==> src/sv/thpc_pkg.sv <==
// ----------------------------------------------------------------------------
// thpc_pkg: shared types for the TCP header parser and checksum block
// Payload structs for the byte stream and the per-segment summary.
// ----------------------------------------------------------------------------
package thpc_pkg;

  localparam int unsigned CNT_W = 16;
  localparam int unsigned PSUM_W = 19;
  localparam int unsigned SUM_W = 21;

  typedef struct packed {
    logic [7:0]  seg_byte;
    logic        first_byte;
    logic        last_byte;
    logic [31:0] src_addr;
    logic [31:0] dst_addr;
    logic [7:0]  proto_num;
  } in_item_t;

  typedef struct packed {
    logic [15:0] src_port;
    logic [15:0] dst_port;
    logic [31:0] seq_num;
    logic [31:0] ack_num;
    logic [15:0] window_size;
    logic [7:0]  flag_bits;
    logic [15:0] checksum_value;
    logic        checksum_good;
    logic [15:0] seg_length;
  } out_item_t;

endpackage

==> src/sv/thpc_in_if.sv <==
// ----------------------------------------------------------------------------
// thpc_in_if: segment byte channel
// Valid/ready channel carrying one segment byte with its pseudo-header fields.
// ----------------------------------------------------------------------------
interface thpc_in_if;
  logic                valid;
  logic                ready;
  thpc_pkg::in_item_t  data;

  modport source (output valid, output data, input ready);
  modport sink   (input valid, input data, output ready);
endinterface

==> src/sv/thpc_out_if.sv <==
// ----------------------------------------------------------------------------
// thpc_out_if: segment summary channel
// Valid/ready channel carrying the parsed header fields and checksum result.
// ----------------------------------------------------------------------------
interface thpc_out_if;
  logic                valid;
  logic                ready;
  thpc_pkg::out_item_t data;

  modport source (output valid, output data, input ready);
  modport sink   (input valid, input data, output ready);
endinterface

==> src/sv/tcp_header_parse_checksum.sv <==
// Path: a byte transaction reaches out_ch through the input register, then the
//   result register.
// Throughput: one byte per cycle; the only stall is a last byte meeting a
//   summary that the sink has not taken yet.
// Reset: synchronous active-low rst_n clears valids, checksum and header state.
// ----------------------------------------------------------------------------
// tcp_header_parse_checksum: TCP header parser with Internet checksum
// Captures ports, sequence, ack, window and flags; accumulates the
// ones'-complement sum over pseudo-header and segment; emits at the last byte.
// ----------------------------------------------------------------------------
module tcp_header_parse_checksum #(
  parameter int unsigned MAX_SEGMENT_BYTES = 65535
) (
  input  logic       clk,
  input  logic       rst_n,
  thpc_in_if.sink    in_ch,
  thpc_out_if.source out_ch
);
  import thpc_pkg::*;

  localparam logic [CNT_W-1:0] MaxCnt = CNT_W'(MAX_SEGMENT_BYTES);

  // input register
  logic              in_vld_r;
  in_item_t          in_r;
  logic [PSUM_W-1:0] psum_r;
  logic              advance;

  // segment state
  logic [15:0]      sum_r, sum_nxt;
  logic [CNT_W-1:0] cnt_r, cnt_nxt;
  logic [7:0]       held_r, held_nxt;
  logic [15:0]      sport_r, sport_nxt;
  logic [15:0]      dport_r, dport_nxt;
  logic [31:0]      seq_r, seq_nxt;
  logic [31:0]      ack_r, ack_nxt;
  logic [15:0]      win_r, win_nxt;
  logic [7:0]       flags_r, flags_nxt;

  // result register
  logic      out_vld_r;
  out_item_t out_r, out_nxt;

  logic [CNT_W-1:0] pos;
  logic             take;
  logic [15:0]      word_add, pad_add, len_add, base_sum;
  logic [PSUM_W-1:0] ps_add;
  logic [SUM_W-1:0] total;
  logic [16:0]      fold1;
  logic [15:0]      fold2;

  assign advance     = in_vld_r && (!in_r.last_byte || !out_vld_r || out_ch.ready);
  assign in_ch.ready = !in_vld_r || advance;

  always_ff @(posedge clk) begin
    if (!rst_n) begin
      in_vld_r <= 1'b0;
    end else if (in_ch.ready) begin
      in_vld_r <= in_ch.valid;
    end
    if (in_ch.ready && in_ch.valid) begin
      in_r   <= in_ch.data;
      psum_r <= PSUM_W'(in_ch.data.src_addr[31:16]) + PSUM_W'(in_ch.data.src_addr[15:0])
              + PSUM_W'(in_ch.data.dst_addr[31:16]) + PSUM_W'(in_ch.data.dst_addr[15:0])
              + PSUM_W'(in_ch.data.proto_num);
    end
  end

  always_comb begin
    base_sum  = in_r.first_byte ? 16'd0 : sum_r;
    ps_add    = in_r.first_byte ? psum_r : '0;
    pos       = in_r.first_byte ? '0 : cnt_r;
    held_nxt  = in_r.first_byte ? 8'd0 : held_r;
    sport_nxt = in_r.first_byte ? 16'd0 : sport_r;
    dport_nxt = in_r.first_byte ? 16'd0 : dport_r;
    seq_nxt   = in_r.first_byte ? 32'd0 : seq_r;
    ack_nxt   = in_r.first_byte ? 32'd0 : ack_r;
    win_nxt   = in_r.first_byte ? 16'd0 : win_r;
    flags_nxt = in_r.first_byte ? 8'd0 : flags_r;
    take      = pos < MaxCnt;
    cnt_nxt   = pos;
    word_add  = 16'd0;
    if (take) begin
      if (pos < CNT_W'(2)) begin
        sport_nxt = {sport_nxt[7:0], in_r.seg_byte};
      end else if (pos < CNT_W'(4)) begin
        dport_nxt = {dport_nxt[7:0], in_r.seg_byte};
      end else if (pos < CNT_W'(8)) begin
        seq_nxt = {seq_nxt[23:0], in_r.seg_byte};
      end else if (pos < CNT_W'(12)) begin
        ack_nxt = {ack_nxt[23:0], in_r.seg_byte};
      end else if (pos == CNT_W'(13)) begin
        flags_nxt = in_r.seg_byte;
      end else if (pos == CNT_W'(14) || pos == CNT_W'(15)) begin
        win_nxt = {win_nxt[7:0], in_r.seg_byte};
      end
      if (!pos[0]) begin
        held_nxt = in_r.seg_byte;
      end else begin
        word_add = {held_nxt, in_r.seg_byte};
      end
      cnt_nxt = pos + CNT_W'(1);
    end
    pad_add = (in_r.last_byte && cnt_nxt[0]) ? {held_nxt, 8'd0} : 16'd0;
    len_add = in_r.last_byte ? cnt_nxt : 16'd0;
    total   = SUM_W'(base_sum) + SUM_W'(ps_add) + SUM_W'(word_add)
            + SUM_W'(pad_add) + SUM_W'(len_add);
    fold1   = 17'(total[15:0]) + 17'(total[SUM_W-1:16]);
    fold2   = fold1[15:0] + 16'(fold1[16]);
    sum_nxt = fold2;

    out_nxt.src_port       = sport_nxt;
    out_nxt.dst_port       = dport_nxt;
    out_nxt.seq_num        = seq_nxt;
    out_nxt.ack_num        = ack_nxt;
    out_nxt.window_size    = win_nxt;
    out_nxt.flag_bits      = flags_nxt;
    out_nxt.checksum_value = ~fold2;
    out_nxt.checksum_good  = (fold2 == 16'hFFFF);
    out_nxt.seg_length     = cnt_nxt;
  end

  always_ff @(posedge clk) begin
    if (!rst_n) begin
      sum_r   <= '0;
      cnt_r   <= '0;
      held_r  <= '0;
      sport_r <= '0;
      dport_r <= '0;
      seq_r   <= '0;
      ack_r   <= '0;
      win_r   <= '0;
      flags_r <= '0;
    end else if (advance) begin
      if (in_r.last_byte) begin
        sum_r   <= '0;
        cnt_r   <= '0;
        held_r  <= '0;
        sport_r <= '0;
        dport_r <= '0;
        seq_r   <= '0;
        ack_r   <= '0;
        win_r   <= '0;
        flags_r <= '0;
      end else begin
        sum_r   <= sum_nxt;
        cnt_r   <= cnt_nxt;
        held_r  <= held_nxt;
        sport_r <= sport_nxt;
        dport_r <= dport_nxt;
        seq_r   <= seq_nxt;
        ack_r   <= ack_nxt;
        win_r   <= win_nxt;
        flags_r <= flags_nxt;
      end
    end
  end

  always_ff @(posedge clk) begin
    if (!rst_n) begin
      out_vld_r <= 1'b0;
    end else if (advance && in_r.last_byte) begin
      out_vld_r <= 1'b1;
    end else if (out_ch.ready) begin
      out_vld_r <= 1'b0;
    end
    if (advance && in_r.last_byte) begin
      out_r <= out_nxt;
    end
  end

  assign out_ch.valid = out_vld_r;
  assign out_ch.data  = out_r;

endmodule

==> src/flat_wrapper.sv <==
// flat-port wrapper written by rule: the top's interface ports become plain ports
module tcp_header_parse_checksum_flat import thpc_pkg::*;
#(
  parameter int unsigned MAX_SEGMENT_BYTES = 65535
)
  (clk, rst_n, in_ch_valid, in_ch_data, in_ch_ready, out_ch_valid, out_ch_data, out_ch_ready);
  thpc_in_if in_ch_i ();
  thpc_out_if out_ch_i ();
  input  logic clk;
  input  logic rst_n;
  input wire logic [$bits(in_ch_i.valid)-1:0] in_ch_valid;
  input wire logic [$bits(in_ch_i.data)-1:0] in_ch_data;
  output wire logic [$bits(in_ch_i.ready)-1:0] in_ch_ready;
  output wire logic [$bits(out_ch_i.valid)-1:0] out_ch_valid;
  output wire logic [$bits(out_ch_i.data)-1:0] out_ch_data;
  input wire logic [$bits(out_ch_i.ready)-1:0] out_ch_ready;
  assign in_ch_i.valid = in_ch_valid;
  assign in_ch_i.data = in_ch_data;
  assign in_ch_ready = in_ch_i.ready;
  assign out_ch_valid = out_ch_i.valid;
  assign out_ch_data = out_ch_i.data;
  assign out_ch_i.ready = out_ch_ready;
  tcp_header_parse_checksum #(.MAX_SEGMENT_BYTES(MAX_SEGMENT_BYTES)) u_core (.clk(clk), .rst_n(rst_n), .in_ch(in_ch_i), .out_ch(out_ch_i));
endmodule
==> config.mk <==
export PLATFORM = sky130hd
export DESIGN_NAME = tcp_header_parse_checksum_flat
export DESIGN_NICKNAME = d
export VERILOG_FILES = /design/src/sv/thpc_pkg.sv /design/src/sv/thpc_in_if.sv /design/src/sv/thpc_out_if.sv /design/src/sv/tcp_header_parse_checksum.sv /design/src/flat_wrapper.sv
export SDC_FILE = /design/constraint.sdc
export NUM_CORES = 1
export LEC_CHECK = 0
export ABC_AREA = 1
export BUFFER_PORTS_ARGS = -buffer_cell sky130_fd_sc_hd__buf_2
export CAP_MARGIN = 20
export CORE_UTILIZATION = 25
export DETAILED_ROUTE_END_ITERATION = 10
export PLACE_DENSITY = 0.42
export SETUP_SLACK_MARGIN = 0.05
export SLEW_MARGIN = 20
export SYNTH_ARGS = -nofsm -noshare
export SYNTH_HDL_FRONTEND = slang
export SYNTH_SLANG_ARGS = --single-unit
==> constraint.sdc <==
create_clock -name clk -period 12.1 [get_ports clk]
set_clock_uncertainty 0.15 [all_clocks]
set_input_delay 0.605 -clock clk [delete_from_list [all_inputs] [get_ports clk]]
set_output_delay 0.605 -clock clk [all_outputs]
set_load 0.02 [all_outputs]
==> flow_summary.yaml, run 1 <==
timing:
  finalHoldViolations: 0
  setup_viol: 0
  rsz0062_at_grt: "false"
  fin_crit_ps: 9820
  slew_viol_final: 0
  slew-limit-headroom_pct: 30.7
  tns_ps: 0
  clock.fmax_mhz: 102
  tightest_slew_ps: 1040
  post-route-period-util_pct: 81.2
routing:
  via_per_inst: 4.46
  via_count: 16000
  routed.top_layer: "met5"
  drc: 0
  wl_met3_um: 2700
  totalWireLength_um: 59900
  wire_per_inst_um: 16.6
  drt-initial-drc-count: 1020
  drt_first_pass_iters: 6
  wl_met1_um: 27000
  drtAntennaViolNets: 0
  routed-wl-met2_um: 29300
grt:
  antenna_found_initial: 1
  grt_pass1_wl_um: 90300
  grt_max_degree: 108
  gr-total-overflow: 0
  track_usage_pct: 14.9
  grt_pass1_vias: 15500
synth:
  ys_ff_latch: 344
  avgSynthCellArea_um2: 8.23
  synthCells: 2340
  yosys_warnings: 0
  synth-seq-area-share_pct: 45.2
  syn-cell-area_um2: 19300
  yosysTopAreaCellShare_pct: 28.4
  synthTopCellsByArea: "edfxtp_1 (28%), dfxtp_1 (17%), nand2_1 (13%), a21oi_1 (6.1%), inv_1 (5.4%)"
  postSynth.topFlopCell: "edfxtp_1"
  synthArstFlopShare_pct: 0
  syn_nets: 2555
  synth_top_area_cell: "edfxtp_1"
  synth_cell_types: 54
  synth-edff-count: 182
clock_tree:
  numCtsBuffers: 40
  cts_setup_buffers: 0
  htree_levels: 2
  clk_path_buf_depth: 3
  hold_buffers: 0
  cts_tree: "yes"
  path_clk_slew_ps: 60
  cts_resized: 0
  clk_latency_ps: 570
  cts_sinks: 344
  root_buffer: "clkbuf_16"
placed_design:
  gp_congestion: 0.836
  post-dp-hpwl_um: 43700
  io_buffers: 240
  place_inst: 3525
critical_path:
  timing.critical_path.from_type: "register"
  critPathRequiredTime_ps: 12280
  rr_startpoint: "u_core.in_r[73]$_DFFE_PP_"
  cp.arrival_ps: 10000
  path_class: "reg2reg"
  critPathMaxFanout: 75
  startpoint: "u_core.in_r[73]$_DFFE_PP_"
  endpoint_kind: "register"
  cp_slowest_cell: "inv_4"
  cpMostUsedCell: "nor2_1"
  critPathMaxStageDelay_ps: 750
die:
  ioPinCount: 241
  num_rows: 101
  fp.dieW_um: 279
  die_area_um2: 78100
  die_y_um: 279
  initial_core_util_pct: 25.3
  core_area_um2: 76100
final_layout:
  final_common_cell: "nand2_1"
  drive_gt1_share_pct: 15.8
  final_cells: 3598
  multi_input_area_um2: 9020
  nNetsFinal: 2752
  regArea_um2: 8710
  layout_common_cells: "nand2_1 (667), inv_1 (276), buf_2 (240), a21oi_1 (235), edfxtp_1 (182)"
  synthToLayoutAreaGrowth_pct: 18.5
  n_fill_cell: 8183
  diodes: 0
power:
  p_leak_nw: 9.56
  power.density_nw_per_um2: 151
  peakVddDrop_mv: 0.0804
worst_hold_path:
  hold_start: "in_ch_data[77]"
  hold_path.class: "in2reg"
job:
  cap_violations: 0
status:
  outcome: "complete, no violations"
-- worst max-delay path, delay by kind of cell (launching register included) --
family,cells,cell delay [ps]
AO/OA/AOI/OAI,3,680
XOR/XNOR,1,200
adder cells (fa/ha/maj),6,2210
buffers and inverters,10,1370
flip-flops,1,680
AND/OR/NAND/NOR,34,4180
-- routing by layer --
| metal | track usage [%] | vias to the layer above |
|---|---|---|
| li1 | - | 8018 |
| met1 | 19.2 | 7565 |
| met2 | 26.1 | 389 |
| met3 | 2.40 | 63 |
| met4 | 3.17 | 2 |
| met5 | 0 | - |
-- cells in the mapped netlist, types with 11 or more instances --
cell type    n
a31oi_1     13
edfxtp_1   182
inv_2       17
nand4_1     15
o21ai_2     18
nor3_1      15
nand3_1    121
fa_1        51
o21ai_0     93
buf_2       20
nor2_1     143
o31ai_1     11
xnor2_1     15
nand2_1    667
inv_1      277
dfxtp_1    162
a21oi_1    235
clkbuf_1    58
ha_1        78
xor2_1      40
-- through the flow --
| step | total power [mW] | instance area (um2) | setup slack [ps] | util, % | hold slack, ps |
|---|---|---|---|---|---|
| after floorplan | 1.94 | 19300 | 3620 | - | 292 |
| after global placement | 2.18 | 21400 | 2450 | 28.1 | 302 |
| after detailed placement | 2.19 | 21400 | 2290 | 28.1 | 305 |
| after CTS | 3.50 | 22800 | 2250 | 30.0 | 19.4 |
| after global routing | 3.64 | 22800 | 1190 | 30.0 | 29.8 |
| final | 3.44 | 22800 | 2280 | 30.0 | 54.2 |
-- sequential cells by signal (all words and copies together) (netlist names) --
signal,cells
u_core.ack_r,32
u_core.cnt_r,16
u_core.dport_r,16
u_core.flags_r,8
u_core.held_r,8
u_core.in_r,10
u_core.in_vld_r,1
u_core.out_ch.data,153
u_core.out_ch.valid,1
u_core.psum_r,19
u_core.seq_r,32
u_core.sport_r,16
u_core.sum_r,16
u_core.win_r,16
-- logic make-up (layout without fill, tap and decap cells) --
family	count (synthesis)	count (layout)	synth area share [%]
adders and majority gates	129	129	10.4
AOI/OAI and AO/OA	398	398	11.3
muxes	3	3	0.156
DFF	344	344	45.2
and+or+nand+nor	1019	1019	22.3
buffers and inverters	391	619	7.99
xor gates and xnor gates	56	56	2.59
-- report_power, final --
part / leakage (nW) / total (mW) / switching, mW / internal, mW
clock network: 0.670 / 1.29 / 0.516 / 0.771
registers: 3.12 / 1.33 / 0.0255 / 1.31
logic: 5.78 / 0.815 / 0.536 / 0.279
total: 9.56 / 3.44 / 1.08 / 2.36
-- final timing paths --
path                                       to  slack [ps]  depth (start not counted)
max          u_core.out_ch.data[16]$_DFFE_PP_        2280                         54
min reg2reg    u_core.dport_r[9]$_SDFFE_PN0P_         310                          2
min                 u_core.in_r[77]$_DFFE_PP_          50                          1
max reg2reg  u_core.out_ch.data[16]$_DFFE_PP_        2280                         54
-- layout make-up --
class / count / share of cell area [%]
tap: 1030 / 5.65
multi-input combinational: 1605 / 39.5
clock buffer: 54 / 4.80
inverter: 295 / 4.92
timing repair buffer: 251 / 5.63
sequential: 344 / 38.2
clock inverter: 19 / 1.28
Power figures use the tool's default switching activity.
==> run 2, diff against run 1 <==
- clock period: 12.1 -> 9.6 ns (I/O delays scaled with it)
==> run 2 against run 1 <==
  * Combinational power is 28% higher
  * Wire length is 0.40% higher
  * Global-route usage is 0.081 points higher
  * Critical path depth stayed put
  * Cell area is 0.70% higher
  * First-iteration DRC count is 3.4% lower
  * Clock-buffer cell count is 2 higher
  * Critical endpoint unchanged
  * Die area stayed put
  * Power is 22% higher
  * Sequential share of layout area is 0.27 points lower
  * Fmax is 13% higher
==> flow_summary.yaml, run 2 (synthesized netlist as in run 1, its figures left out) <==
final_layout:
  layout_common_cells: "nand2_1 (667), inv_1 (276), buf_2 (240), a21oi_1 (233), edfxtp_1 (182)"
  nNetsFinal: 2775
  drive_gt1_share_pct: 16.4
  final_common_cell: "nand2_1"
  largest_reg_flops: 153
  diodes: 0
  synthToLayoutAreaGrowth_pct: 19.3
routing:
  totalWireLength_um: 60100
  via_per_inst: 4.46
  wire_per_inst_um: 16.6
  drtAntennaViolNets: 0
  drc: 0
  drt-initial-drc-count: 985
  drt_first_pass_iters: 5
  via_count: 16100
worst_hold_path:
  hold_path.class: "in2reg"
critical_path:
  critPathMaxStageDelay_ps: 560
  cp_slowest_cell: "edfxtp_1"
  critPathRequiredTime_ps: 9770
  path_class: "reg2reg"
  cpMostUsedCell: "nand2_1"
  timing.critical_path.from_type: "register"
  critPathMaxFanout: 10
  cp.arrival_ps: 8880
  endpoint_kind: "register"
timing:
  slew-limit-headroom_pct: 28.3
  tightest_slew_ps: 1080
  finalHoldViolations: 0
  clock.fmax_mhz: 115
  slew_viol_final: 0
  rsz0062_at_grt: "false"
  fin_crit_ps: 8710
  tns_ps: 0
  post-route-period-util_pct: 90.7
  setup_viol: 0
die:
  die_area_um2: 78100
  num_rows: 101
  die_y_um: 279
  initial_core_util_pct: 25.3
  core_area_um2: 76100
  ioPinCount: 241
  fp.dieW_um: 279
grt:
  antenna_found_initial: 0
  gr-total-overflow: 0
  grt_max_degree: 102
  grt_pass1_vias: 15600
  track_usage_pct: 15.0
  grt_pass1_wl_um: 90800
placed_design:
  io_buffers: 240
  post-dp-hpwl_um: 43700
  gp_congestion: 0.847
clock_tree:
  cts_tree: "yes"
  htree_levels: 2
  clk_path_buf_depth: 3
  numCtsBuffers: 40
  clk_latency_ps: 570
  cts_sinks: 344
  root_buffer: "clkbuf_16"
  path_clk_slew_ps: 60
power:
  power.density_nw_per_um2: 183
  peakVddDrop_mv: 0.0971
  p_leak_nw: 9.62
  power_mw: 4.21
job:
  cap_violations: 0
status:
  outcome: "complete, no violations"
[run 2: final timing paths]
| path | start | end | slack [ps] | depth (start not counted) |
|---|---|---|---|---|
| max reg2reg | u_core.in_r[73]$_DFFE_PP_ | u_core.out_ch.data[16]$_DFFE_PP_ | 890 | 54 |
| min reg2reg | u_core.flags_r[6]$_SDFFE_PN0P_ | u_core.flags_r[6]$_SDFFE_PN0P_ | 310 | 2 |
| min | in_ch_valid | u_core.in_vld_r$_SDFFE_PN0N_ | 40 | 3 |
| max | u_core.in_r[73]$_DFFE_PP_ | u_core.out_ch.data[16]$_DFFE_PP_ | 890 | 54 |
[run 2: repair_timing]
item	CTS	global route
resized for setup	0	21
endpoints found under the hold margin	10	0
endpoints found under the setup margin	0	17
buffers inserted	0	5
hold buffers	10	0
[run 2: report_power, final]
part	internal (mW)	switching, mW
clock network	0.856	0.633
logic	0.359	0.677
registers	1.65	0.0323
total	2.87	1.34
[run 2: metrics by stage]
step / setup slack (ps) / utilization, % / cell area [um2] / hold WS [ps] / std cells
2_1_floorplan: 1120 / - / 19300 / 292 / 2340
3_3_place_gp: 550 / 28.2 / 21500 / 302 / 3533
3_5_place_dp: 382 / 28.2 / 21500 / 306 / 3533
4_1_cts: 336 / 30.0 / 22800 / 0.458 / 3615
5_1_grt: 21.9 / 30.2 / 23000 / 30.3 / 3620
6_report: 890 / 30.2 / 23000 / 43.3 / 3620
[run 2: cell type report]
cell class              count  area (um2)
well taps                1030        1290
clock inverters            16         138
multi-input cells        1605        9070
fillers                  8162       53100
flip-flops and latches    344        8710
repair buffers            274        1500
clock buffers              56        1130
inverters                 295        1120
[run 2: worst max-delay path, delay by kind of cell, from the launching register on]
kind	cells	cell delay, ps
adder cells (fa/ha/maj)	7	2340
AND/OR/NAND/NOR	37	4380
XOR/XNOR	2	350
buffers and inverters	8	670
flip-flops	1	560
[run 2: layer usage]
metal  part of all wire [%]  track usage (%)  routed length [um]
met5                      0                0                   0
met4                    2.1             4.02                1240
met3                    4.5             2.24                2720
met2                     49             26.1               29300
met1                     45             19.3               26900
==> run 3, diff against run 2 <==
- ABC_AREA: 1 -> default
==> run 3 against run 2 <==
  * Clock-buffer cell count increased by 1
  * First-iteration DRC count decreased by 14%
  * Via count decreased by 11%
  * Final cell count decreased by 15%
  * Non-clock buffer count increased by 12
  * Cell area increased by 0.21%
  * Die area decreased by 1.2%
  * Critical path depth decreased by 12
  * Hold slack improved by 38 ps
  * Largest cell class unchanged
==> flow_summary.yaml, run 3 <==
critical_path:
  critPathBufInv: 4
  path_class: "reg2reg"
  rr_startpoint: "u_core.in_r[73]$_DFFE_PP_"
  timing.critical_path.from_type: "register"
  critPathRequiredTime_ps: 9750
  crit_family: "simple AND/OR/NAND/NOR gates"
  cp_slowest_cell: "fa_1"
  endpoint_kind: "register"
  cp.arrival_ps: 9210
  cpMostUsedCell: "inv_1"
  critPathMaxFanout: 6
  critPathMaxStageDelay_ps: 520
  startpoint: "u_core.in_r[73]$_DFFE_PP_"
synth:
  avgSynthCellArea_um2: 10.2
  syn-cell-area_um2: 19000
  synth_cell_types: 76
  synthTopCellsByArea: "edfxtp_1 (29%), dfxtp_1 (17%), a22oi_1 (6.0%), nor2b_1 (5.5%), fa_1 (5.4%)"
  yosys-mux-area-fraction_pct: 3.97
  yosys_warnings: 0
  synth_compound_area_share_pct: 13.0
  synth_top_cells_by_count: "edfxtp_1 (182), nor2b_1 (166), dfxtp_1 (162)"
  synth-edff-count: 182
  synth-seq-area-share_pct: 45.8
  ys_ff_latch: 344
  yosys.area_share.xor_xnor_pct: 4.37
  yosysMostFrequentCell: "edfxtp_1"
  synthCells: 1862
  synth_top_area_cell: "edfxtp_1"
  synth-simple-area-share_pct: 17.7
  yosysTopAreaCellShare_pct: 28.7
  syn_nets: 2077
  synth_adder_area_share_pct: 10.5
  synth_top_family_by_area: "simple AND/OR/NAND/NOR gates"
  synthArstFlopShare_pct: 0
  postSynth.topFlopCell: "edfxtp_1"
timing:
  finalHoldViolations: 0
  clock.fmax_mhz: 110
  slew-limit-headroom_pct: 26.2
  rsz0062_at_grt: "false"
  fin_crit_ps: 9070
  tns_ps: 0
  slew_viol_final: 0
  tightest_slew_ps: 1110
  setup_viol: 0
  post-route-period-util_pct: 94.4
clock_tree:
  clk_path_buf_depth: 3
  numCtsBuffers: 41
  root_buffer: "clkbuf_16"
  htree_levels: 2
  clk_latency_ps: 570
  cts_tree: "yes"
  cts_sinks: 344
  path_clk_slew_ps: 60
final_layout:
  nNetsFinal: 2308
  post-route-util_pct: 30.8
  drive_gt1_share_pct: 18.3
  layout_common_cells: "buf_2 (240), edfxtp_1 (182), nor2b_1 (163), dfxtp_1 (162), a22oi_1 (151)"
  diodes: 0
  final_common_cell: "buf_2"
  synthToLayoutAreaGrowth_pct: 21.0
  largest_reg_flops: 153
placed_design:
  post-dp-hpwl_um: 39800
  gp_congestion: 0.821
  io_buffers: 240
routing:
  drc: 0
  wire_per_inst_um: 18.4
  drt_first_pass_iters: 5
  via_per_inst: 4.63
  drtAntennaViolNets: 0
  drt-initial-drc-count: 848
  totalWireLength_um: 57100
  via_count: 14300
grt:
  grt_pass1_wl_um: 86200
  track_usage_pct: 14.4
  grt_pass1_vias: 13900
  gr-total-overflow: 0
  grt_max_degree: 109
  antenna_found_initial: 0
worst_hold_path:
  hold_path.class: "in2reg"
  hold_start: "in_ch_data[24]"
die:
  die_y_um: 278
  ioPinCount: 241
  core_area_um2: 74800
  num_rows: 100
  die_area_um2: 77200
  initial_core_util_pct: 25.4
  fp.dieW_um: 278
power:
  p_seq_share_pct: 39.0
  p_leak_nw: 8.89
  peakVddDrop_mv: 0.107
  power.density_nw_per_um2: 190
  comb_power_share_pct: 25.1
  switching_share_pct: 31.0
  p_clk_share_pct: 35.9
  power.switching_mw: 1.35
  cell_internal_pwr_mw: 3.01
job:
  cap_violations: 0
status:
  outcome: "complete, no violations"
## run 3: cell count changes after synthesis, moves of 69 or more
cell,before,now
inv_1,277,135
mux2i_1,3,72
a22oi_1,0,151
nand3_1,121,31
nand2_1,667,124
nor2b_1,1,166
a21oi_1,235,29
## run 3: cell families after synthesis
kind of cell	count (synthesis)
AOI/OAI and AO/OA	359
buffers and inverters	233
xor gates and xnor gates	92
muxes	75
DFF	344
adders and majority gates	130
and+or+nand+nor	629
## run 3: final timing paths
check | to | slack [ps] | depth (start not counted)
hold reg to reg | u_core.sum_r[15]$_SDFFE_PN0P_ | 360 | 2
setup reg to reg | u_core.out_ch.data[16]$_DFFE_PP_ | 530 | 42
setup / recovery | u_core.out_ch.data[16]$_DFFE_PP_ | 530 | 42
hold / removal | u_core.psum_r[0]$_DFFE_PP_ | 80 | 2
## run 3: final cells by class
cell class	count	area (um2)
Tap cell	969	1210
Timing Repair Buffer	286	1600
Multi-Input combinational cell	1285	9640
Clock buffer	57	1150
Clock inverter	19	201
Fill cell	7740	51800
Sequential cell	344	8710
Inverter	135	507
## run 3: what timing repair did
action | 4_1_cts | 5_1_grt
endpoints found under the setup margin | 1 | 23
gates cloned | 0 | 0
hold buffers | 10 | 0
buffers inserted | 0 | 8
endpoints found under the hold margin | 10 | 0
resized for setup | 1 | 30
pin swaps | 0 | 6
## run 3: stage by stage
stage / hold slack (ps) / total power [mW] / instance area (um2) / std cells / setup WS (ps)
finish: 81.0 / 4.37 / 23000 / 3095 / 533
global route: 84.4 / 4.62 / 23000 / 3095 / 25.2
detailed placement: 355 / 2.82 / 21300 / 3001 / 111
global placement: 344 / 2.82 / 21300 / 3001 / 331
floorplan: 286 / 2.52 / 19000 / 1862 / 56.4
CTS: 47.1 / 4.42 / 22800 / 3087 / 119
## run 3: worst reg2reg max path, delay by kind of cell, from the launching register on
kind,cells,cell delay [ps]
adders and majority gates,7,2510
and+or+nand+nor,19,3100
DFF,1,470
buffers and inverters,4,280
xor gates and xnor gates,3,670
AOI/OAI and AO/OA,9,1630
## run 3: layer usage
| metal | global-route usage, % | wire (um) |
|---|---|---|
| met1 | 19.4 | 26700 |
| met2 | 24.0 | 26900 |
| met3 | 2.40 | 2390 |
| met4 | 3.40 | 1040 |
| met5 | 0 | 0 |
## run 3: power groups by stage
stage | clock network (mW) | logic [mW] | registers, mW
after detailed placement | 0 | 1.09 | 1.74
final | 1.57 | 1.10 | 1.70
after global routing | 1.68 | 1.23 | 1.71
after CTS | 1.62 | 1.10 | 1.70
after floorplan | 0 | 0.780 | 1.74
after global placement | 0 | 1.08 | 1.74
